`config.mk`:
```
export PLATFORM = sky130hd
export DESIGN_NAME = vpw_mul
export DESIGN_NICKNAME = d
export VERILOG_FILES = /design/src/rtl/vpw_pkg.sv /design/src/rtl/vpw_mul.sv
export SDC_FILE = /design/constraint.sdc
export NUM_CORES = 2
export LEC_CHECK = 0
export BUFFER_PORTS_ARGS = -buffer_cell sky130_fd_sc_hd__buf_4
export CAP_MARGIN = 10
export CORE_MARGIN = 2
export CORE_UTILIZATION = 50
export DETAILED_ROUTE_END_ITERATION = 8
export GPL_TIMING_DRIVEN = 0
export PLACE_DENSITY = 0.67
export REMOVE_ABC_BUFFERS = 1
export SYNTH_ARGS = -nofsm -noshare
export SYNTH_HDL_FRONTEND = slang
export SYNTH_SLANG_ARGS = --single-unit
```
`constraint.sdc`:
```
create_clock -name clk_i -period 10.6 [get_ports clk_i]
set_input_delay 2.65 -clock clk_i [delete_from_list [all_inputs] [get_ports clk_i]]
set_output_delay 2.65 -clock clk_i [all_outputs]
set_load 0.01 [all_outputs]
```
`src/rtl/vpw_pkg.sv`:
```
// Shared types and constants of the vertex-to-window projection block.
package vpw_pkg;

  localparam int unsigned COEF_W  = 32;
  localparam int unsigned COORD_W = 32;
  localparam int unsigned VP_W    = 16;
  localparam int unsigned IDX_W   = 5;
  localparam int unsigned REG_W   = 2;

  // Item operation codes.
  localparam logic OP_LOAD    = 1'b0;
  localparam logic OP_PROJECT = 1'b1;

  // Configuration register indexes.
  localparam logic [REG_W-1:0] REG_VP_LEFT   = 2'd0;
  localparam logic [REG_W-1:0] REG_VP_BOTTOM = 2'd1;
  localparam logic [REG_W-1:0] REG_VP_WIDTH  = 2'd2;
  localparam logic [REG_W-1:0] REG_VP_HEIGHT = 2'd3;

  typedef struct packed {
    logic                      operation;
    logic [IDX_W-1:0]          coeff_index;
    logic signed [COEF_W-1:0]  coeff_value;
    logic signed [COORD_W-1:0] point_x;
    logic signed [COORD_W-1:0] point_y;
    logic signed [COORD_W-1:0] point_z;
  } in_item_t;

  typedef struct packed {
    logic signed [COORD_W-1:0] window_x;
    logic signed [COORD_W-1:0] window_y;
    logic signed [COORD_W-1:0] window_z;
    logic                      projected_ok;
  } out_item_t;

  typedef struct packed {
    logic [REG_W-1:0] index;
    logic [VP_W-1:0]  value;
  } cfg_item_t;

  typedef enum logic [3:0] {
    ST_IDLE,
    ST_READ,
    ST_MUL_LO,
    ST_MUL_HI,
    ST_ACCUM,
    ST_CHECK,
    ST_DIV_GO,
    ST_DIV_WAIT,
    ST_MAP_LO,
    ST_MAP_HI,
    ST_MAP_ADD,
    ST_DEPTH,
    ST_DONE
  } seq_state_e;

endpackage

```
`src/rtl/vpw_mul.sv`:
```
// Shared 32x32 unsigned multiplier with a registered product.
module vpw_mul import vpw_pkg::*; (
  input  logic        clk_i,
  input  logic [31:0] a_i,
  input  logic [31:0] b_i,
  output logic [63:0] prod_o
);

  always_ff @(posedge clk_i) begin
    prod_o <= 64'(a_i) * 64'(b_i);
  end

endmodule

```
# Yosys cells after proc, flatten, opt, wreduce, memory -nomap -nowiden

Cells that the tools add are included.

Register bits after elaboration: 64
Output and inout port bits: 64
Word-level logic and storage cells: 2

Multiply operators: 1

Operators by type and width:

| kind                         | number |
|---|---|
| multiplier 32 x 32 -> 64 bit | 1 |

# Logic depth before layout (Yosys ltp)

Word-level depth: 1
Depth in mapped cells: 29

# Worst setup path after synthesis

No wires, ideal clock.

Kind: input to register
Start point: in a_i[25]
End point: reg prod_o[62]
Arrival: 9.331 ns
Required time: 10.528 ns
Setup slack: 1.197 ns
Stages on the path: 25
Buffers on the path: 2
Path through: clkbuf_1 > nand2_1 > fa_1 > inv_1 > fa_1 > inv_1 > fa_1 > inv_1 > fa_1 > fa_1 > fa_1 > fa_1 > inv_1 > fa_1 > inv_1 > ha_1 > buf_2 > nand4_1 > or4_1 > or3_1 > a31oi_1 > a31o_2 > a211oi_1 > o21ai_1 > xor2_1

Longest elaborated chain between the ends: 1

Ends and longest elaborated chain:

| element                      | RTL line      | source |
|---|---|---|
| start: declaration           | vpw_mul.sv:4  | `input logic [31:0] a_i,` |
| multiplier 32 x 32 -> 64 bit | vpw_mul.sv:10 | `prod_o <= 64'(a_i) * 64'(b_i);` |
| end signal: assignment       | vpw_mul.sv:10 |  |
| end: declaration             | vpw_mul.sv:6  | `output logic [63:0] prod_o` |

No other way between the ends.

# Worst setup path after layout

Start point: in b_i[8]
End point: reg prod_o[62]

Longest elaborated chain between the ends: 1

Ends and longest elaborated chain:

| element                      | RTL line      | source |
|---|---|---|
| start: declaration           | vpw_mul.sv:5  | `input logic [31:0] b_i,` |
| multiplier 32 x 32 -> 64 bit | vpw_mul.sv:10 |  |

No other way between the ends.

==> results.yml <==
run_status:
  outcome: "complete, no violations"
global_routing:
  pin_count_of_the_biggest_net_entering_global_routing: 33
  antenna_found_initial: 5
  overflow: 0
  grt_total_usage_pct: 26.8
  first_global_vias: 26900
  grt_pass1_wl_um: 147000
setup_path:
  path_buf_inv: 6
  endpoint_kind: "register"
  critical_path.cell_chain: "buf_4 > nand2_1 > fa_1 > inv_1 > fa_1 > inv_1 > fa_1 > inv_1 > fa_1 > fa_1 > fa_1 > fa_1 > inv_1 > fa_1 > inv_1 > ha_1 > nand4_1 > or4_1 > or3_1 > a31oi_1 > a31o_2 > a211oi_1 > o21ai_1 > xor2_1"
  cp.arrival_ns: 10.31
  worst_ep_required_time_ns: 10.90
  cpMostUsedCell: "fa_1"
  worstSetupPathType: "primary input to register"
  slowest_stage: "fa_1"
  crit_path_max_fanout: 32
  worstSetupStartpointType: "primary input"
  cp_top_family: "adder cells"
  delay_of_the_slowest_critical_path_stage_ns: 0.57
synthesis:
  multiplexer_area_fraction_after_synthesis_pct: 0.0289
  post_synth_xor_area_fraction_pct: 1.52
  register_bit_count_reported_by_yosys: 64
  synthesis.area_per_instance_um2: 9.25
  synthDominantAreaCellType: "fa_1"
  post_synth_instance_area_um2: 34700
  synth-edff-count: 0
  synth.top_cells.by_count: "fa_1 (896), inv_1 (865), and2_1 (602), nand2_1 (480), ha_1 (263)"
  synth_most_common_cell: "fa_1"
  yosysTopAreaCellShare_pct: 51.7
  synthesis.instances: 3748
  synth_compound_area_share_pct: 4.15
  synth-async-reset-ratio_pct: 0
  synth_simple_gate_area_share_pct: 17.6
  proportion_of_synthesized_chip_area_in_sequential_cells_pct: 3.69
  netlist-cell-type-count: 57
  main_combinational_cell_family_by_area_after_synthesis: "adder cells"
  ys_top_cells_by_area: "fa_1 (52%), and2_1 (11%), ha_1 (9.5%)"
  count_of_warnings_emitted_by_yosys: 0
  synth_adder_area_share_pct: 61.2
  postSynth.topFlopCell: "dfxtp_1"
floorplan:
  core_area_um2: 68600
  placementRows: 96
  die-height_um: 267
  starting_utilization_of_the_core_area_pct: 50.6
  design.die.area_um2: 71500
  fp.dieW_um: 267
  num_io_pins: 129
sta:
  setup_slack_of_the_critical_path_after_layout_ns: 0.590
  timing.slew.headroom_pct: 56.1
  final_period_minus_worst_setup_slack_ns: 10.01
  final.period_utilization_pct: 94.4
  clock.fmax_mhz: 99.9
  grt_setup_unrepaired: "no"
  final-setup-viol-count: 0
  worst-slew-pin-transition_ns: 0.655
  hold_viol: 0
  final.hold.worst_slack_ns: 2.78
  finalSetupTns_ns: 0
  finalMaxSlewViolations: 0
placed_design:
  place.gp.congestion: 0.937
  portBuffers: 128
  detailed_place_hpwl_um: 68900
  dp_slack_ns: 0.195
detailed_routing:
  detail_route.wirelength_um: 88900
  detail_route.drc_violations: 0
  vias_per_cell: 5.34
  ant_nets: 0
  vias: 24600
  drt-initial-drc-count: 1558
  drt_pass1_iterations: 5
  routedWlPerCell_um: 19.3
clock_network:
  cts_tree: "done"
  clockBufferDepth: 2
  cts_repair_resize_count: 0
  cts_hold_buf: 0
  path_clk_slew_ns: 0.06
  numClockSinks: 64
  tritoncts.num_buffers: 9
  post_cts.repair.setup_buffers: 0
  cts.root.buffer_cell: "clkbuf_16"
  h-tree-depth: 3
layout:
  layout-area-overhead-vs-synth_pct: 4.76
  final_net_count: 4891
  registers.top_by_ff_count: "prod_o"
  largest_register_ffs: 64
  layout-drive-gt1-share_pct: 4.38
  largestRegisters: "prod_o x64"
  final_core_utilization_pct: 53.0
job:
  maxCapViolations: 0
min_path:
  min_path_type: "primary input to register"
worst paths after layout:
path | to | cells past startpoint | start | slack (ns)
setup / recovery | prod_o[62] | 24 | b_i[8] | 0.59
hold / removal | prod_o[0] | 2 | a_i[0] | 2.78
layout make-up:
type	instances	area (um2)
repair buffers	128	961
clock buffers	10	239
clock inverters	6	115
well taps	931	1160
diodes	1	2.50
flip-flops and latches	64	1280
fillers	6397	32300
multi-input cells	2599	29300
inverters	865	3250
stage by stage:
step,area [um2],instances
3_5_place_dp,36000,4587
3_3_place_gp,36000,4587
5_1_grt,36300,4603
2_1_floorplan,33800,3528
6_report,36300,4604
4_1_cts,36300,4603
metal layers:
metal / GRT usage, % / vias to the layer above / share of wire (%)
li1: - / 10700 / -
met1: 35.7 / 13000 / 42
met2: 46.7 / 774 / 50
met3: 3.25 / 133 / 6.1
met4: 6.12 / 0 / 2.1
met5: 0 / - / 0
placed cells by master, fill, tap and decap left out, types with 12 or more instances in the layout:
master / n
xnor2_1: 35
a31oi_1: 12
and3_1: 14
o21ai_0: 21
fa_1: 896
nor2_1: 20
buf_4: 128
nand2_1: 480
a21oi_1: 63
a21o_1: 40
dfxtp_1: 64
ha_1: 263
xor2_1: 25
nand4_1: 23
inv_1: 865
and2_1: 602
logic make-up (layout without fill, tap and decap cells):
logic type               after synthesis  count (layout)
AND/OR/NAND/NOR                     1177            1177
adder cells (fa/ha/maj)             1159            1159
buffers and inverters               1085            1009
AO/OA/AOI/OAI                        202             202
flip-flops                            64              64
XOR/XNOR                              60              60
multiplexers                           1               1
other                                  0               1
Power is left out: the tool's default activity adds up to more than one toggle a clock period on the data nets, which glitch-free logic cannot reach.
