==> config.mk <==
export PLATFORM = sky130hd
export DESIGN_NAME = vpw_divider
export DESIGN_NICKNAME = d
export VERILOG_FILES = /design/src/rtl/vpw_pkg.sv /design/src/rtl/vpw_divider.sv
export SDC_FILE = /design/constraint.sdc
export NUM_CORES = 1
export LEC_CHECK = 0
export BUFFER_PORTS_ARGS = -buffer_cell sky130_fd_sc_hd__buf_2
export CORE_MARGIN = 2
export CORE_UTILIZATION = 55
export CTS_BUF_LIST = sky130_fd_sc_hd__clkbuf_8
export DETAILED_ROUTE_END_ITERATION = 8
export PLACE_DENSITY = 0.78
export REMOVE_ABC_BUFFERS = 1
export SKIP_LAST_GASP = 1
export SLEW_MARGIN = 20
export SYNTH_ARGS = -nofsm -noshare
export SYNTH_HDL_FRONTEND = slang
export SYNTH_SLANG_ARGS = --single-unit
export TNS_END_PERCENT = 100
==> constraint.sdc <==
create_clock -name clk_i -period 2.9 [get_ports clk_i]
set_clock_uncertainty 0.15 [all_clocks]
set_input_delay 0 -clock clk_i [delete_from_list [all_inputs] [get_ports clk_i]]
set_output_delay 0 -clock clk_i [all_outputs]
set_load 0.03 [all_outputs]
==> src/rtl/vpw_pkg.sv <==
// Shared types and constants of the vertex-to-window projection block.
package vpw_pkg;

  localparam int unsigned COEF_W  = 32;
  localparam int unsigned COORD_W = 32;
  localparam int unsigned VP_W    = 16;
  localparam int unsigned IDX_W   = 5;
  localparam int unsigned REG_W   = 2;

  // Item operation codes.
  localparam logic OP_LOAD    = 1'b0;
  localparam logic OP_PROJECT = 1'b1;

  // Configuration register indexes.
  localparam logic [REG_W-1:0] REG_VP_LEFT   = 2'd0;
  localparam logic [REG_W-1:0] REG_VP_BOTTOM = 2'd1;
  localparam logic [REG_W-1:0] REG_VP_WIDTH  = 2'd2;
  localparam logic [REG_W-1:0] REG_VP_HEIGHT = 2'd3;

  typedef struct packed {
    logic                      operation;
    logic [IDX_W-1:0]          coeff_index;
    logic signed [COEF_W-1:0]  coeff_value;
    logic signed [COORD_W-1:0] point_x;
    logic signed [COORD_W-1:0] point_y;
    logic signed [COORD_W-1:0] point_z;
  } in_item_t;

  typedef struct packed {
    logic signed [COORD_W-1:0] window_x;
    logic signed [COORD_W-1:0] window_y;
    logic signed [COORD_W-1:0] window_z;
    logic                      projected_ok;
  } out_item_t;

  typedef struct packed {
    logic [REG_W-1:0] index;
    logic [VP_W-1:0]  value;
  } cfg_item_t;

  typedef enum logic [3:0] {
    ST_IDLE,
    ST_READ,
    ST_MUL_LO,
    ST_MUL_HI,
    ST_ACCUM,
    ST_CHECK,
    ST_DIV_GO,
    ST_DIV_WAIT,
    ST_MAP_LO,
    ST_MAP_HI,
    ST_MAP_ADD,
    ST_DEPTH,
    ST_DONE
  } seq_state_e;

endpackage

==> src/rtl/vpw_divider.sv <==
// Restoring divider: (n << FRAC) / d, one quotient bit per cycle, saturated.
module vpw_divider import vpw_pkg::*; #(
  parameter int unsigned W    = 32,
  parameter int unsigned FRAC = 16
) (
  input  logic                clk_i,
  input  logic                rst_ni,
  input  logic                start_i,
  input  logic signed [W-1:0] num_i,
  input  logic signed [W-1:0] den_i,
  output logic                done_o,
  output logic signed [W-1:0] quot_o
);

  localparam int unsigned DW = W + FRAC;
  localparam int unsigned CW = $clog2(DW + 1);
  localparam logic [DW-1:0] POS_LIM = {{(DW-W+1){1'b0}}, {(W-1){1'b1}}};
  localparam logic [DW-1:0] NEG_LIM = {{(DW-W){1'b0}}, 1'b1, {(W-1){1'b0}}};
  localparam logic [CW-1:0] LAST    = CW'(DW - 1);

  logic          busy_q, done_q, neg_q;
  logic [CW-1:0] cnt_q;
  logic [DW-1:0] dq_q;
  logic [W-1:0]  rem_q, ud_q;
  logic [W-1:0]  un, ud;
  logic [W:0]    rs, diff;
  logic          ge;

  assign un   = num_i[W-1] ? W'(-num_i) : W'(num_i);
  assign ud   = den_i[W-1] ? W'(-den_i) : W'(den_i);
  assign rs   = {rem_q, dq_q[DW-1]};
  assign diff = rs - {1'b0, ud_q};
  assign ge   = rs >= {1'b0, ud_q};

  always_ff @(posedge clk_i or negedge rst_ni) begin
    if (!rst_ni) begin
      busy_q <= 1'b0;
      done_q <= 1'b0;
      cnt_q  <= '0;
    end else begin
      done_q <= 1'b0;
      if (start_i) begin
        busy_q <= 1'b1;
        cnt_q  <= '0;
      end else if (busy_q) begin
        cnt_q <= cnt_q + 1'b1;
        if (cnt_q == LAST) begin
          busy_q <= 1'b0;
          done_q <= 1'b1;
        end
      end
    end
  end

  always_ff @(posedge clk_i) begin
    if (start_i) begin
      dq_q  <= {un, {FRAC{1'b0}}};
      rem_q <= '0;
      ud_q  <= ud;
      neg_q <= num_i[W-1] ^ den_i[W-1];
    end else if (busy_q) begin
      rem_q <= ge ? diff[W-1:0] : rs[W-1:0];
      dq_q  <= {dq_q[DW-2:0], ge};
    end
  end

  always_comb begin
    if (neg_q) begin
      quot_o = (dq_q > NEG_LIM) ? W'(-NEG_LIM) : W'(-dq_q);
    end else begin
      quot_o = (dq_q > POS_LIM) ? POS_LIM[W-1:0] : dq_q[W-1:0];
    end
  end

  assign done_o = done_q;

endmodule

# Word-level counts from Yosys, hierarchy flattened
# Index checks and enable logic that the tools add are counted.
# Widths: inputs -> output; s select.
# totals
reg_bits	121
inputBits	67
output_inout_bits	33
elab_cells	36
# classes
add_sub_neg	5
order_cmp	3
n_eq_ne	1
n_mux	16
n_bitwise	1
reduce_logical	1
# op_table
operator	n
$mux 32	5
$mux 48	2
$neg 32->32	3
$gt 48x31->1 const B	1
$gt 48x32->1 const B	1
$ge 33x32->1	1
$sub 32x32->32	1
$mux 31	1
$mux 6	2
$add 6x1->6 const B	1
$eq 6x6->1 const B	1
$mux 1	6
$reduce_bool 2->1	1
$xor 1x1->1	1

# Depth between registers and ports, before layout
# logic_depth
word_depth	4
ltp_mapped	15
depth_no_buf	13

# Worst setup path after synthesis
# Ideal clock, no wire load.
# synth_path
path_kind	register -> output
start	register dq_q[0]
end	output quot_o[10]
t_arrival_ns	3.533
required_time_ns	2.750
slack_ns	-0.783
stages_incl_launch_ff	12
path_buffers	1
path_cell_list	dfxtp_1 inv_1 ha_1 or3b_1 or3_1 or3_4 nor2_4 nand3_1 a21o_1 or2_1 buf_2 o311ai_0
# synth_between
elab_chain_len	3
elab_cells_between_ends	6
cone_classes	add/sub: 1; order compare: 2; mux: 3
# synth_rtl
item	line_no	text
from (decl)	vpw_divider.sv:23	logic [DW-1:0] dq_q;
from (signal assigned)	vpw_divider.sv:57	dq_q <= {un, {FRAC{1'b0}}};
from (signal assigned)	vpw_divider.sv:63	dq_q <= {dq_q[DW-2:0], ge};
$gt 48x31->1, or another cell as far along	vpw_divider.sv:71	quot_o = (dq_q > POS_LIM) ? POS_LIM[W-1:0] : dq_q[W-1:0];
$mux 32, on equally long branches	vpw_divider.sv:71, vpw_divider.sv:69	
$mux 32 (*)	vpw_divider.sv:68	if (neg_q) begin
to (decl)	vpw_divider.sv:12	output logic signed [W-1:0] quot_o
# Mark *: on every way between the ends. The rest lies on a longest branch, timed or not.

# Worst setup path after layout
# layout_path
start	register dq_q[1]
end	output quot_o[30]
# Same word-level chain as after synthesis.

==> results.json <==
{
  "run_status": "finished, violations left",
  "violations": "setup timing",
  "yosys_warnings": 0,
  "worst_skew_pair.late_latency_ns": 0.46,
  "vdd.ir_drop.worst_mv": 0.3487,
  "report.final.hold_viol_count": 0,
  "pre_cts_ws_ns": -0.3057,
  "synth-seq-area-share_pct": 36.38,
  "netlist.area_leader.share_pct": 22.81,
  "vias": 9190,
  "clock_power_share_pct": 33.1,
  "global_route_wire_length_before_repair_mm": 39.54,
  "fin_crit_sh_pct": 132.7,
  "synth.ff_latch_count": 121,
  "gr-usage-all-layers_pct": 29.74,
  "std_cell_rows": 45,
  "setup.worst_path.class": "reg2out",
  "ctsHtreeMaxLevel": 4,
  "power.static_leakage_nw": 5.167,
  "max_capacitance_violation_total": 0,
  "clk_pin_slew_worst_paths_ns": 0.08,
  "finalCoreUtilization_pct": 80.28,
  "power.switching_fraction_pct": 31.74,
  "synthTopCellsByArea": "edfxtp_1, dfxtp_1, xnor2_1",
  "rsz0062_at_grt": "yes",
  "dpl.hpwl_mm": 15.38,
  "synth-async-reset-ratio_pct": 6.612,
  "diodes": 0,
  "final-instance-count-excl-fill": 1429,
  "netlist_area_sq_um": 8557,
  "die-area_sq_um": 16570,
  "most-common-layout-cells": "buf_4, nand2_1, nor2_1",
  "grt_overflow_total": 0,
  "clock_tree_from_tritoncts": "yes",
  "seqPwrFrac_pct": 41.5,
  "critPathCaptureType": "primary output",
  "cp_data_arrival_time_ns": 3.70,
  "number_of_clock_buffers_inserted_by_tritoncts": 17,
  "fin_crit_ns": 3.848,
  "internal_power_w": 0.003349,
  "setup_viol": 42,
  "yosys.area.top_type": "edfxtp_1",
  "syn_area_per_cell_sq_um": 8.794,
  "tritoncts_num_sinks": 121,
  "num-nets-final": 1332,
  "timing.max_slew.rel_slack_pct": 57.51,
  "antenna_left": 0,
  "synthesis.instances": 973,
  "firstDrtPassIters": 5,
  "timing_worst_slew_pin_value_ns": 0.6345,
  "core_region_area_sq_um": 15200,
  "maxSlewViolCount": 0,
  "gp_congestion": 0.9027,
  "grt_max_degree": 53,
  "fmax_mhz": 259.9,
  "die_x_um": 128.7,
  "timing.final.ws_setup_ns": -0.9483,
  "io-pin-count": 100,
  "synth-main-ff-cell": "edfxtp_1",
  "post-route-drc-count": 0,
  "placed_instances": 1297,
  "port-buffer-count": 99,
  "comb_power_share_pct": 25.4,
  "power_w": 0.004906,
  "clk_path_buf_depth": 2,
  "initial_core_util_pct": 56.29,
  "switching_power_w": 0.001557,
  "fp.dieH_um": 128.7,
  "areaGrowthSynthToFinish_pct": 42.62,
  "layout.cells.most_common": "buf_4",
  "critical_path.startpoint_type": "register",
  "post_drt_via_cell_ratio": 6.431,
  "netlist_cell_types": 74,
  "fill_cells": 810,
  "cp_data_required_time_ns": 2.75,
  "cp_max_fo": 4,
  "fraction_of_layout_instances_using_a_drive_strength_above_1_pct": 28.36,
  "drt_first_iter_violations": 828,
  "synth_enable_flop_cells": 65,
  "route.final.wire_length_mm": 29.27,
  "avg_wl_per_cell_um": 20.48,
  "first_global_vias": 8290,
  "clock-root-buffer": "clkbuf_8",
  "antenna_found_initial": 0,
  "power_density_nw_per_um2": 402.0,
  "worstHoldPathType": "in2reg"
}
## flip-flops by register name, indices dropped and copies added (netlist names)
register and flops:
rem_q 32, ud_q 32, neg_q 1, busy_q 1, done_o 1, cnt_q 6, dq_q 48
## area by class of cell
cell class / count / area [sq um] / area share, %
Multi-Input combinational cell: 749 / 5843 / 47.88
Timing Repair Buffer: 284 / 2392 / 19.60
Tap cell: 188 / 235.2 / 1.927
Sequential cell: 121 / 3115 / 25.53
Clock inverter: 15 / 177.7 / 1.456
Clock buffer: 17 / 234.0 / 1.917
Inverter: 55 / 206.4 / 1.692
## repair_timing
item | CTS | global route
cloned | 1 | 4
resized for setup | 70 | 148
endpoints found under the hold margin | 85 | 0
pin swaps | 6 | 53
buffers inserted | 2 | 14
hold buffers | 83 | 0
setup endpoints to repair | 54 | 77
## layer usage
metal  GRT usage (%)  vias to the layer above  routed length, um  part of all wire (%)
li1                -                     4112                  -                     -
met1           36.48                     4359              11090                    38
met2           52.79                      575              14620                    50
met3           4.906                      144               2137                   7.3
met4           10.74                        0               1422                   4.9
met5               0                        -                  0                     0
## power by group through the flow
stage	sequential, W	combinational [W]	clock, W
finish	0.00204	0.00125	0.00162
global route	0.00204	0.00131	0.00167
CTS	0.00201	0.00105	0.00160
detailed placement	0.00204	0.000887	0
global placement	0.00204	0.000870	0
floorplan	0.00203	0.000544	0
## metrics by stage
step           area, sq um  hold slack, ns  setup TNS [ns]
2_1_floorplan         8352         -0.4456          -99.46
3_3_place_gp          9758         -0.2972          -6.081
3_5_place_dp          9758         -0.2984          -8.120
4_1_cts              11240        0.001066          -18.23
5_1_grt              12200         0.08561          -27.65
6_report             12200         0.06041          -23.11
## cells in the mapped netlist (3+ instances only)
| library cell | n |
|---|---|
| a211oi_1 | 17 |
| a21o_1 | 23 |
| a21oi_1 | 44 |
| a22o_1 | 30 |
| a22oi_1 | 5 |
| and3_1 | 4 |
| buf_1 | 11 |
| buf_2 | 5 |
| clkbuf_1 | 31 |
| dfrtp_1 | 8 |
| dfxtp_1 | 48 |
| edfxtp_1 | 65 |
| ha_1 | 36 |
| inv_1 | 55 |
| mux2i_1 | 25 |
| nand2_1 | 93 |
| nand2b_1 | 11 |
| nand3_1 | 14 |
| nand4_1 | 6 |
| nor2_1 | 87 |
| nor2b_1 | 7 |
| nor3_1 | 21 |
| nor4_1 | 17 |
| o2111ai_1 | 3 |
| o21a_1 | 6 |
| o21ai_0 | 71 |
| o21ai_1 | 3 |
| o21bai_1 | 3 |
| o22ai_1 | 3 |
| o311ai_0 | 8 |
| o311ai_1 | 18 |
| o31ai_1 | 16 |
| o41ai_1 | 9 |
| or2_2 | 5 |
| or3_1 | 11 |
| or3_4 | 4 |
| or4_1 | 10 |
| xnor2_1 | 71 |
| xor2_1 | 19 |
## path summary, 6_finish.rpt
kind | end | slack (ns) | cells after the start | start
hold / removal | neg_q | 0.06 | 2 | num_i[31]
setup reg to reg | rem_q[22] | -0.22 | 10 | ud_q[0]
min in group asynchronous | cnt_q[4] | 0.36 | 3 | rst_ni
hold reg to reg | rem_q[31] | 0.34 | 2 | rem_q[31]
setup / recovery | quot_o[30] | -0.95 | 15 | dq_q[1]
max in group asynchronous | busy_q | 1.96 | 3 | rst_ni
## cells by family after synthesis
family                     count (synthesis)  share of synthesized area (%)
xor gates and xnor gates                  90                          9.212
muxes                                     25                          2.924
AOI/OAI and AO/OA                        284                          23.00
buffers and inverters                    104                          4.811
and+or+nand+nor                          312                          18.18
DFF                                      121                          36.38
adders and majority gates                 37                          5.498
## worst max-delay path: stages, from the launching register on
cell	delay, ns
dfxtp_1	0.33
inv_1	0.11
ha_4	0.14
or3b_1	0.37
or3_4	0.34
buf_4	0.14
buf_4	0.14
nor2_1	0.14
nand3_1	0.17
nor4b_2	0.28
buf_4	0.18
nand2_4	0.09
nor4_4	0.33
o21ai_1	0.14
o311ai_2	0.11
buf_4	0.22
Note: power is estimated with default switching activity, not from simulation.
