$ cat src/rtl/vpw_pkg.sv
// Shared types and constants of the vertex-to-window projection block.
package vpw_pkg;

  localparam int unsigned COEF_W  = 32;
  localparam int unsigned COORD_W = 32;
  localparam int unsigned VP_W    = 16;
  localparam int unsigned IDX_W   = 5;
  localparam int unsigned REG_W   = 2;

  // Item operation codes.
  localparam logic OP_LOAD    = 1'b0;
  localparam logic OP_PROJECT = 1'b1;

  // Configuration register indexes.
  localparam logic [REG_W-1:0] REG_VP_LEFT   = 2'd0;
  localparam logic [REG_W-1:0] REG_VP_BOTTOM = 2'd1;
  localparam logic [REG_W-1:0] REG_VP_WIDTH  = 2'd2;
  localparam logic [REG_W-1:0] REG_VP_HEIGHT = 2'd3;

  typedef struct packed {
    logic                      operation;
    logic [IDX_W-1:0]          coeff_index;
    logic signed [COEF_W-1:0]  coeff_value;
    logic signed [COORD_W-1:0] point_x;
    logic signed [COORD_W-1:0] point_y;
    logic signed [COORD_W-1:0] point_z;
  } in_item_t;

  typedef struct packed {
    logic signed [COORD_W-1:0] window_x;
    logic signed [COORD_W-1:0] window_y;
    logic signed [COORD_W-1:0] window_z;
    logic                      projected_ok;
  } out_item_t;

  typedef struct packed {
    logic [REG_W-1:0] index;
    logic [VP_W-1:0]  value;
  } cfg_item_t;

  typedef enum logic [3:0] {
    ST_IDLE,
    ST_READ,
    ST_MUL_LO,
    ST_MUL_HI,
    ST_ACCUM,
    ST_CHECK,
    ST_DIV_GO,
    ST_DIV_WAIT,
    ST_MAP_LO,
    ST_MAP_HI,
    ST_MAP_ADD,
    ST_DEPTH,
    ST_DONE
  } seq_state_e;

endpackage

$ cat src/rtl/vpw_coeff_mem.sv
// Coefficient store: 32 words, one write port, one registered read port.
module vpw_coeff_mem import vpw_pkg::*; (
  input  logic                     clk_i,
  input  logic                     we_i,
  input  logic [IDX_W-1:0]         waddr_i,
  input  logic signed [COEF_W-1:0] wdata_i,
  input  logic [IDX_W-1:0]         raddr_i,
  output logic signed [COEF_W-1:0] rdata_o
);

  logic signed [COEF_W-1:0] mem [2**IDX_W];

  always_ff @(posedge clk_i) begin
    if (we_i) begin
      mem[waddr_i] <= wdata_i;
    end
  end

  always_ff @(posedge clk_i) begin
    rdata_o <= mem[raddr_i];
  end

endmodule

$ cat config.mk
export PLATFORM = sky130hd
export DESIGN_NAME = vpw_coeff_mem
export DESIGN_NICKNAME = d
export VERILOG_FILES = /design/src/rtl/vpw_pkg.sv /design/src/rtl/vpw_coeff_mem.sv
export SDC_FILE = /design/constraint.sdc
export NUM_CORES = 1
export LEC_CHECK = 0
export ABC_CLOCK_PERIOD_IN_PS = 6060
export BUFFER_PORTS_ARGS = -buffer_cell sky130_fd_sc_hd__buf_4
export CORE_MARGIN = 5
export CORE_UTILIZATION = 43
export DETAILED_ROUTE_END_ITERATION = 16
export SLEW_MARGIN = 20
export SYNTH_ARGS = -nofsm -noshare
export SYNTH_HDL_FRONTEND = slang
export SYNTH_SLANG_ARGS = --single-unit
$ cat constraint.sdc
create_clock -name clk_i -period 6.06 [get_ports clk_i]
set_input_delay 0.303 -clock clk_i [delete_from_list [all_inputs] [get_ports clk_i]]
set_output_delay 0.303 -clock clk_i [all_outputs]
set_load 0.03 [all_outputs]
# Yosys cells after proc, flatten, opt, wreduce, memory -nomap -nowiden

Memories as Yosys holds them, arrays and structs flattened. A register that Yosys moved wholly into a read port is not among the register bits.
Index checks and enable logic that the tools add are counted.

Register bits after elaboration: 0
Bits in latches: 0
Memory bits (writable): 1024
ROM bits: 0
Output and inout port bits: 32
Memories kept: 1

Memories:

| name | depth | bits a word | read ports | clocked after Yosys merged registers in | wr ports | line                | RTL |
|---|---|---|---|---|---|---|---|
| mem  | 32    | 32          | 1          | 1                                       | 1        | vpw_coeff_mem.sv:11 | `logic signed [COEF_W-1:0] mem [2**IDX_W];` |

Add/subtract/negate cells: 0
Multipliers: 0
Divide/modulo/power cells: 0
$lt $le $gt $ge: 0
Equality and inequality tests: 0
Shift operators: 0
Muxes and demuxes: 2
Bitwise gates (word level): 0
Reductions and logical operators: 0

Operators by type and width:

| operator         | number |
|---|---|
| 2-to-1 mux 1 bit | 2 |

# Logic depth before layout (Yosys ltp)

Gate-level depths: netlist (run 1).

Depth after elaboration: 2
Depth in mapped cells: 8
Mapped depth without buffers: 5

# Worst setup path after synthesis (run 1)

OpenSTA, ideal clock, no wires.

Path kind: input -> register
Start: input waddr_i[1]
End: memory mem[12][0] (enable)
Library setup time: 0.421 ns
Data arrival time: 2.316 ns
Required time: 5.639 ns
Path slack: 3.323 ns
Stages on the path: 3
Path through: or3b_2 clkbuf_1 nor2_1

RTL lines:

| item               | line                | RTL |
|---|---|---|
| start: declaration | vpw_coeff_mem.sv:5  | `input logic [IDX_W-1:0] waddr_i,` |
| end: declaration   | vpw_coeff_mem.sv:11 |  |

Straight into the memory's write port.

==> results of run 1 <==
-- report_power, final --
group	switching (mW)	total [mW]	leakage (nW)	internal [mW]
combinational	0.555	0.818	4.72	0.263
sequential	0.0415	8.16	9.49	8.12
clock	2.70	6.18	1.61	3.48
total	3.30	15.2	15.8	11.9
-- sequential cells by signal (all words and copies together), names as in the netlist --
name and flops:
mem 1024, rdata_o 32
-- routing by layer --
metal / vias to the layer above / part of all wire (%) / GRT usage (%) / wire length [um]
li1: 9181 / - / - / -
met1: 10700 / 43 / 27.3 / 42800
met2: 611 / 49 / 33.1 / 49300
met3: 135 / 6.1 / 3.62 / 6120
met4: 6 / 1.9 / 4.77 / 1890
met5: - / 0.048 / 0 / 48
-- through the flow --
| stage | utilization [%] | worst slack, ns |
|---|---|---|
| finish | 49.1 | 3.70 |
| global route | 49.1 | 3.66 |
| CTS | 49.1 | 3.72 |
| detailed placement | 45.6 | 3.00 |
| global placement | 45.6 | 3.01 |
| floorplan | - | 3.32 |
-- layout make-up --
class	instances	area (sq um)
clock buffers	128	2740
multi-input cells	1077	8610
well taps	1254	1570
flip-flops and latches	1056	31400
repair buffers	123	1010
diodes	1	2.50
fillers	7723	47500
clock inverters	66	546
-- cell usage after synthesis, drive strengths merged, types with 5 or more instances --
| cell type | instances |
|---|---|
| edfxtp | 1024 |
| mux2i | 512 |
| nand2 | 98 |
| nand3 | 98 |
| a21oi | 96 |
| a22oi | 96 |
| buf | 79 |
| a22o | 64 |
| clkbuf | 48 |
| nor2 | 34 |
| a31oi | 32 |
| dfxtp | 32 |
| nor3 | 32 |
| nand3b | 5 |
-- cell families (layout without fill, tap and decap cells) --
| logic type | count (synthesis) | in the layout | synth area share, % |
|---|---|---|---|
| flip-flops | 1056 | 1056 | 77.5 |
| AND/OR/NAND/NOR | 277 | 277 | 3.10 |
| AO/OA/AOI/OAI | 288 | 288 | 4.85 |
| multiplexers | 512 | 512 | 12.7 |
| other | 0 | 1 | 0 |
| buffers and inverters | 127 | 317 | 1.86 |
-- worst min path at each step --
stage	cells past startpoint	slack, ns	endpoint
floorplan	0	0.40	mem[0][0]
global placement	4	0.59	rdata_o[28]
finish	1	0.04	mem[13][4]
global route	1	0.03	mem[13][4]
detailed placement	4	0.58	rdata_o[0]
CTS	1	0.0001	mem[11][29]
==> metrics, run 1 <==
number of unique standard cell types used by synthesis 25; area growth from synthesis to layout 13.3%; Core ar. 0.0933 sq mm; Hold/Removal Path Class in2reg; clk buf depth 3; Horiz. Die Dim 317 um; number of cells on the critical path 6; wire length of the first global-routing pass 145,000 um; number of global-route vias before repair 21.2k; cell repeated most along the worst path sky130_fd_sc_hd__buf_4; Bufs and invs on worst path 2; endpoint of the worst setup timing path rdata_o[4]; post-cts hold buffer count 1; post-CTS setup buffer count 0; CTS H-tree depth 3; cell family with the largest share of critical-path delay buffers and inverters; total routing resource utilization after global routing 19.8%; data arrival time at the worst-slack endpoint 2.85 ns; clock latency on the worst-skew pair 0.67 ns; remaining max-slew budget at the tightest pin 34.1%; worst reg2reg endpoint rdata_o[20]; leading cell types by total area after synthesis sky130_fd_sc_hd__edfxtp_1 (76%), sky130_fd_sc_hd__mux2i_1 (13%), sky130_fd_sc_hd__a22oi_1 (1.8%); critical path capture point type flop; Iter 0 DRT Violations 2,136; Yosys top cell by area sky130_fd_sc_hd__edfxtp_1; die footprint 0.100 sq mm; Tcrit/Tclk final 38.9%; CTS Root Buffer Type sky130_fd_sc_hd__clkbuf_16; Most used DFF post-synth sky130_fd_sc_hd__edfxtp_1; Max FO, Critical Path 58; Total Power 15.2 mW; number of input and output port buffers inserted 75; number of resized instances in the post-cts repair step 0; startpoint of the most critical setup path raddr_i[2]; maximum vdd drop 0.246 mV; clk slew on worst S/H paths 0.06 ns; pin count of the biggest net entering global routing 129; worst reg-to-reg setup slack 4.51 ns; Ports 76; warnings from Yosys 0; detailed-route wire length per cell 27.0 um; setup clock skew after layout 0.0282 ns; slowest stage cell on the critical path sky130_fd_sc_hd__buf_4; number of violations of the max-capacitance limit 0; remaining antenna violation count 0; final-report setup violation count 0; worst slew pin tran 0.989 ns; commonest cells after routing, fill and taps aside sky130_fd_sc_hd__edfxtp_1 (1,024), sky130_fd_sc_hd__mux2i_1 (512), sky130_fd_sc_hd__buf_4 (115); synthesized netlist net count 2,304; area share of the leading cell type in the synthesized netlist 76.0%; drt drc 0; reg2reg path depth 5; count of placed standard cells in the final layout, fillers left out 3,705; startpoint kind of the worst setup timing path primary input; share of the yosys chip area belonging to registers 77.5%; Power Density 331 mW/mm^2; initial antenna violation count 5; number of detailed-routing iterations run before antenna repair 5; critical register-to-register path startpoint mem[1][20]; post-synthesis cell area 0.0405 sq mm; number of flops mapped to enable cells by yosys 1,024; DPL Wire Length 49,500 um; leakage power total 15.8 nW; max-slew violations 0; grt total ovfl 0; Placed Cells incl. Taps 3,509; share of layout cells above drive strength 1 12.9%; effective utilization at floorplan 43.4%; unrepaired setup endpoints after global routing false; required time reported for the critical path endpoint 6.56 ns; die boundary height 317 um; most frequent standard cell in the layout excluding fill and tap cells sky130_fd_sc_hd__edfxtp_1; TritonCTS buffer count 103; via count 20.7k; post-synthesis sequential element count 1,056; share of synthesized registers carrying an async set or reset 0%; synthesized instance count 2,260; setup_tns 0 ns; critical path class in2reg; final RePlAce weighted congestion 0.747; drt total wl 100,000 um; Critical Path Max Stage Delay 0.84 ns; CP Cell Sequence buf_4 -> and2b_4 -> buf_4 -> a22oi_1 -> a31oi_1 -> nand3_1; Hold Violations, Final 0; f_max 425 MHz; time the final worst path needs with I/O delays and setup 2.36 ns; average cell area after synthesis 17.9 sq um; Final Hold Slack 0.0413 ns; number of nets in the final layout 2,405; design area 0.0459 sq mm; Placed Instance Area 0.0426 sq mm; via density per instance 5.58; CTS tree yes; beginning of the worst hold path wdata_i[4]; number of sinks driven by the clock tree 1,056; cell row count 112; status finished clean
Note: power is estimated with default switching activity, not from simulation.
==> run 2, diff against run 1 <==
--- a/config.mk
+++ b/config.mk
@@ -5,7 +5,8 @@
 export SDC_FILE = /design/constraint.sdc
 export NUM_CORES = 1
 export LEC_CHECK = 0
-export ABC_CLOCK_PERIOD_IN_PS = 6060
+export ABC_AREA = 1
+export ABC_CLOCK_PERIOD_IN_PS = 2400
 export BUFFER_PORTS_ARGS = -buffer_cell sky130_fd_sc_hd__buf_4
 export CORE_MARGIN = 5
 export CORE_UTILIZATION = 43
==> constraint.sdc (replaced) <==
create_clock -name clk_i -period 2.4 [get_ports clk_i]
set_input_delay 0.12 -clock clk_i [delete_from_list [all_inputs] [get_ports clk_i]]
set_output_delay 0.12 -clock clk_i [all_outputs]
set_load 0.03 [all_outputs]
==> run 2 against run 1 <==
Compared with the run above: utilization is 0.53 points higher; highest routed layer unchanged; largest power group unchanged; sequential cell count unchanged; sequential power grew to 2.5 times the previous value; first-iteration DRC count is 36% higher.
==> metrics, run 2 <==
number of global-route vias before repair 26.0k; area share of the leading cell type in the synthesized netlist 72.5%; area growth from synthesis to layout 15.0%; final RePlAce weighted congestion 0.756; grt total ovfl 0; hold depth 8; number of sinks driven by the clock tree 1,056; Bufs and invs on worst path 1; CTS Root Buffer Type sky130_fd_sc_hd__clkbuf_16; Placed Instance Area 0.0449 sq mm; share of synthesized registers carrying an async set or reset 0%; wire length of the first global-routing pass 174,000 um; reg2reg path depth 8; unrepaired setup endpoints after global routing false; proportion of power drawn by flip-flops and latches 51.3%; final-report setup violation count 0; Top Registers mem x1024, rdata_o x32; data arrival time at the worst-slack endpoint 1.37 ns; time the final worst path needs with I/O delays and setup 1.49 ns; most frequent standard cell in the layout excluding fill and tap cells sky130_fd_sc_hd__nand2_1; Horiz. Die Dim 324 um; Critical Path Max Stage Delay 0.48 ns; Clk pwr share 42.2%; Max FO, Critical Path 1; number of unique standard cell types used by synthesis 14; Power Density 823 mW/mm^2; via count 27.2k; most repeated cell in the gate-level netlist after synthesis sky130_fd_sc_hd__nand2_1; critical register-to-register path startpoint mem[28][15]; remaining antenna violation count 0; worst reg2reg endpoint rdata_o[15]; synthesized instance count 3,536; number of input and output port buffers inserted 75; cell family with the largest share of critical-path delay flip-flops; register with the most flip-flops mem; Yosys top cell by area sky130_fd_sc_hd__edfxtp_1; cell row count 115; drt total wl 118,000 um; slowest stage cell on the critical path sky130_fd_sc_hd__dfxtp_1; count of placed standard cells in the final layout, fillers left out 5,020; internal portion of total power 31.3 mW; effective utilization at floorplan 43.2%; design area 0.0488 sq mm; Iter 0 DRT Violations 2,915; required time reported for the critical path endpoint 2.28 ns; number of violations of the max-capacitance limit 0; synthesized netlist net count 3,580; remaining max-slew budget at the tightest pin 51.3%; setup_tns 0 ns; status finished clean; post-synthesis sequential element count 1,056; die boundary height 324 um; beginning of the worst hold path raddr_i[1]; TritonCTS buffer count 103; commonest cells after routing, fill and taps aside sky130_fd_sc_hd__nand2_1 (1,440), sky130_fd_sc_hd__edfxtp_1 (1,024), sky130_fd_sc_hd__nand3_1 (780); Tcrit/Tclk final 62.1%; Core ar. 0.0981 sq mm; detailed-route wire length per cell 23.5 um; net switching component of the power 8.85 mW; drt drc 0; setup clock skew after layout 0.0190 ns; f_max 671 MHz; leading cell types by total area after synthesis sky130_fd_sc_hd__edfxtp_1 (73%), sky130_fd_sc_hd__nand2_1 (13%), sky130_fd_sc_hd__nand3_1 (9.2%); leakage power total 17.8 nW; number of detailed-routing iterations run before antenna repair 6; post-CTS setup buffer count 0; via density per instance 5.41; max-slew violations 0; share of the yosys chip area belonging to registers 74.0%; warnings from Yosys 0; Hold/Removal Path Class in2reg; critical path class reg2out; clk buf depth 3; number of flops mapped to enable cells by yosys 1,024; CTS tree yes; list of most frequent post-synthesis cells sky130_fd_sc_hd__nand2_1 (1,440), sky130_fd_sc_hd__edfxtp_1 (1,024), sky130_fd_sc_hd__nand3_1 (780), sky130_fd_sc_hd__buf_2 (83), sky130_fd_sc_hd__buf_6 (66); initial antenna violation count 3; clk slew on worst S/H paths 0.07 ns; switching power share of the total 22.0%; Total Power 40.1 mW; Most used DFF post-synth sky130_fd_sc_hd__edfxtp_1; maximum vdd drop 0.576 mV; die footprint 0.105 sq mm; DPL Wire Length 57,900 um; CTS H-tree depth 3; Worst Hold End rdata_o[8]; startpoint kind of the worst setup timing path flop; post-synthesis cell area 0.0424 sq mm; number of nets in the final layout 3,689; share of layout cells above drive strength 1 10.2%; Placed Cells incl. Taps 4,793; CP Cell Sequence buf_4; Ports 76; worst slew pin tran 0.729 ns; number of flip-flops under the largest register name 1,024; total routing resource utilization after global routing 22.4%; Hold Violations, Final 0; average cell area after synthesis 12.0 sq um; critical path capture point type output port; share of power burned in combinational logic 6.5%; clock latency on the worst-skew pair 0.67 ns; pin count of the biggest net entering global routing 108; worst reg-to-reg setup slack 1.20 ns
-- run 2: metal layers --
| metal | vias up | global-route usage [%] | routed length [um] |
|---|---|---|---|
| met1 | 13300 | 30.7 | 48900 |
| met5 | - | 0 | 24 |
| met3 | 221 | 3.45 | 8290 |
| li1 | 12600 | - | - |
| met2 | 1024 | 37.1 | 56800 |
| met4 | 4 | 7.24 | 3920 |
-- run 2: worst max path at each step --
stage	start	endpoint	cells past startpoint
6_report	rdata_o[25]	rdata_o[25]	1
3_3_place_gp	waddr_i[3]	mem[20][11]	5
3_5_place_dp	waddr_i[3]	mem[20][11]	5
4_1_cts	rdata_o[13]	rdata_o[13]	1
5_1_grt	rdata_o[17]	rdata_o[17]	1
2_1_floorplan	waddr_i[0]	mem[8][0]	3
-- run 2: timing repair --
item / CTS / global route
endpoints found under the hold margin: 1043 / 0
resized for setup: 0 / 0
hold buffers: 34 / 0
-- run 2: stage by stage --
| step | hold slack [ns] | worst slack (ns) | util (%) |
|---|---|---|---|
| finish | 0.0742 | 0.910 | 49.7 |
| floorplan | 0.219 | 0.204 | - |
| global route | 0.118 | 0.839 | 49.7 |
| detailed placement | 0.543 | 0.542 | 45.7 |
| global placement | 0.538 | 0.533 | 45.7 |
| CTS | 0.0431 | 0.868 | 49.7 |
-- run 2: logic make-up (layout without fill, tap and decap cells) --
| group | Yosys count | after routing | share of synthesized area, % |
|---|---|---|---|
| buffers and inverters | 228 | 424 | 3.74 |
| and+or+nand+nor | 2252 | 2252 | 22.2 |
| DFF | 1056 | 1056 | 74.0 |
| other | 0 | 1 | 0 |
-- run 2: final cells by class --
type | instances | area [sq um]
fillers | 8516 | 49400
diodes | 1 | 2.50
repair buffers | 222 | 2470
multi-input cells | 2252 | 9670
clock inverters | 67 | 850
flip-flops and latches | 1056 | 31400
clock buffers | 125 | 2690
inverters | 10 | 67.6
well taps | 1287 | 1610
-- run 2: power by group through the flow --
stage	Sequential (mW)	Clock, mW	Combinational (mW)
after global placement	21.0	0	2.56
after detailed placement	21.0	0	2.57
after floorplan	21.1	0	1.41
after CTS	20.6	17.2	2.63
after global routing	20.6	18.0	2.87
final	20.6	16.9	2.62
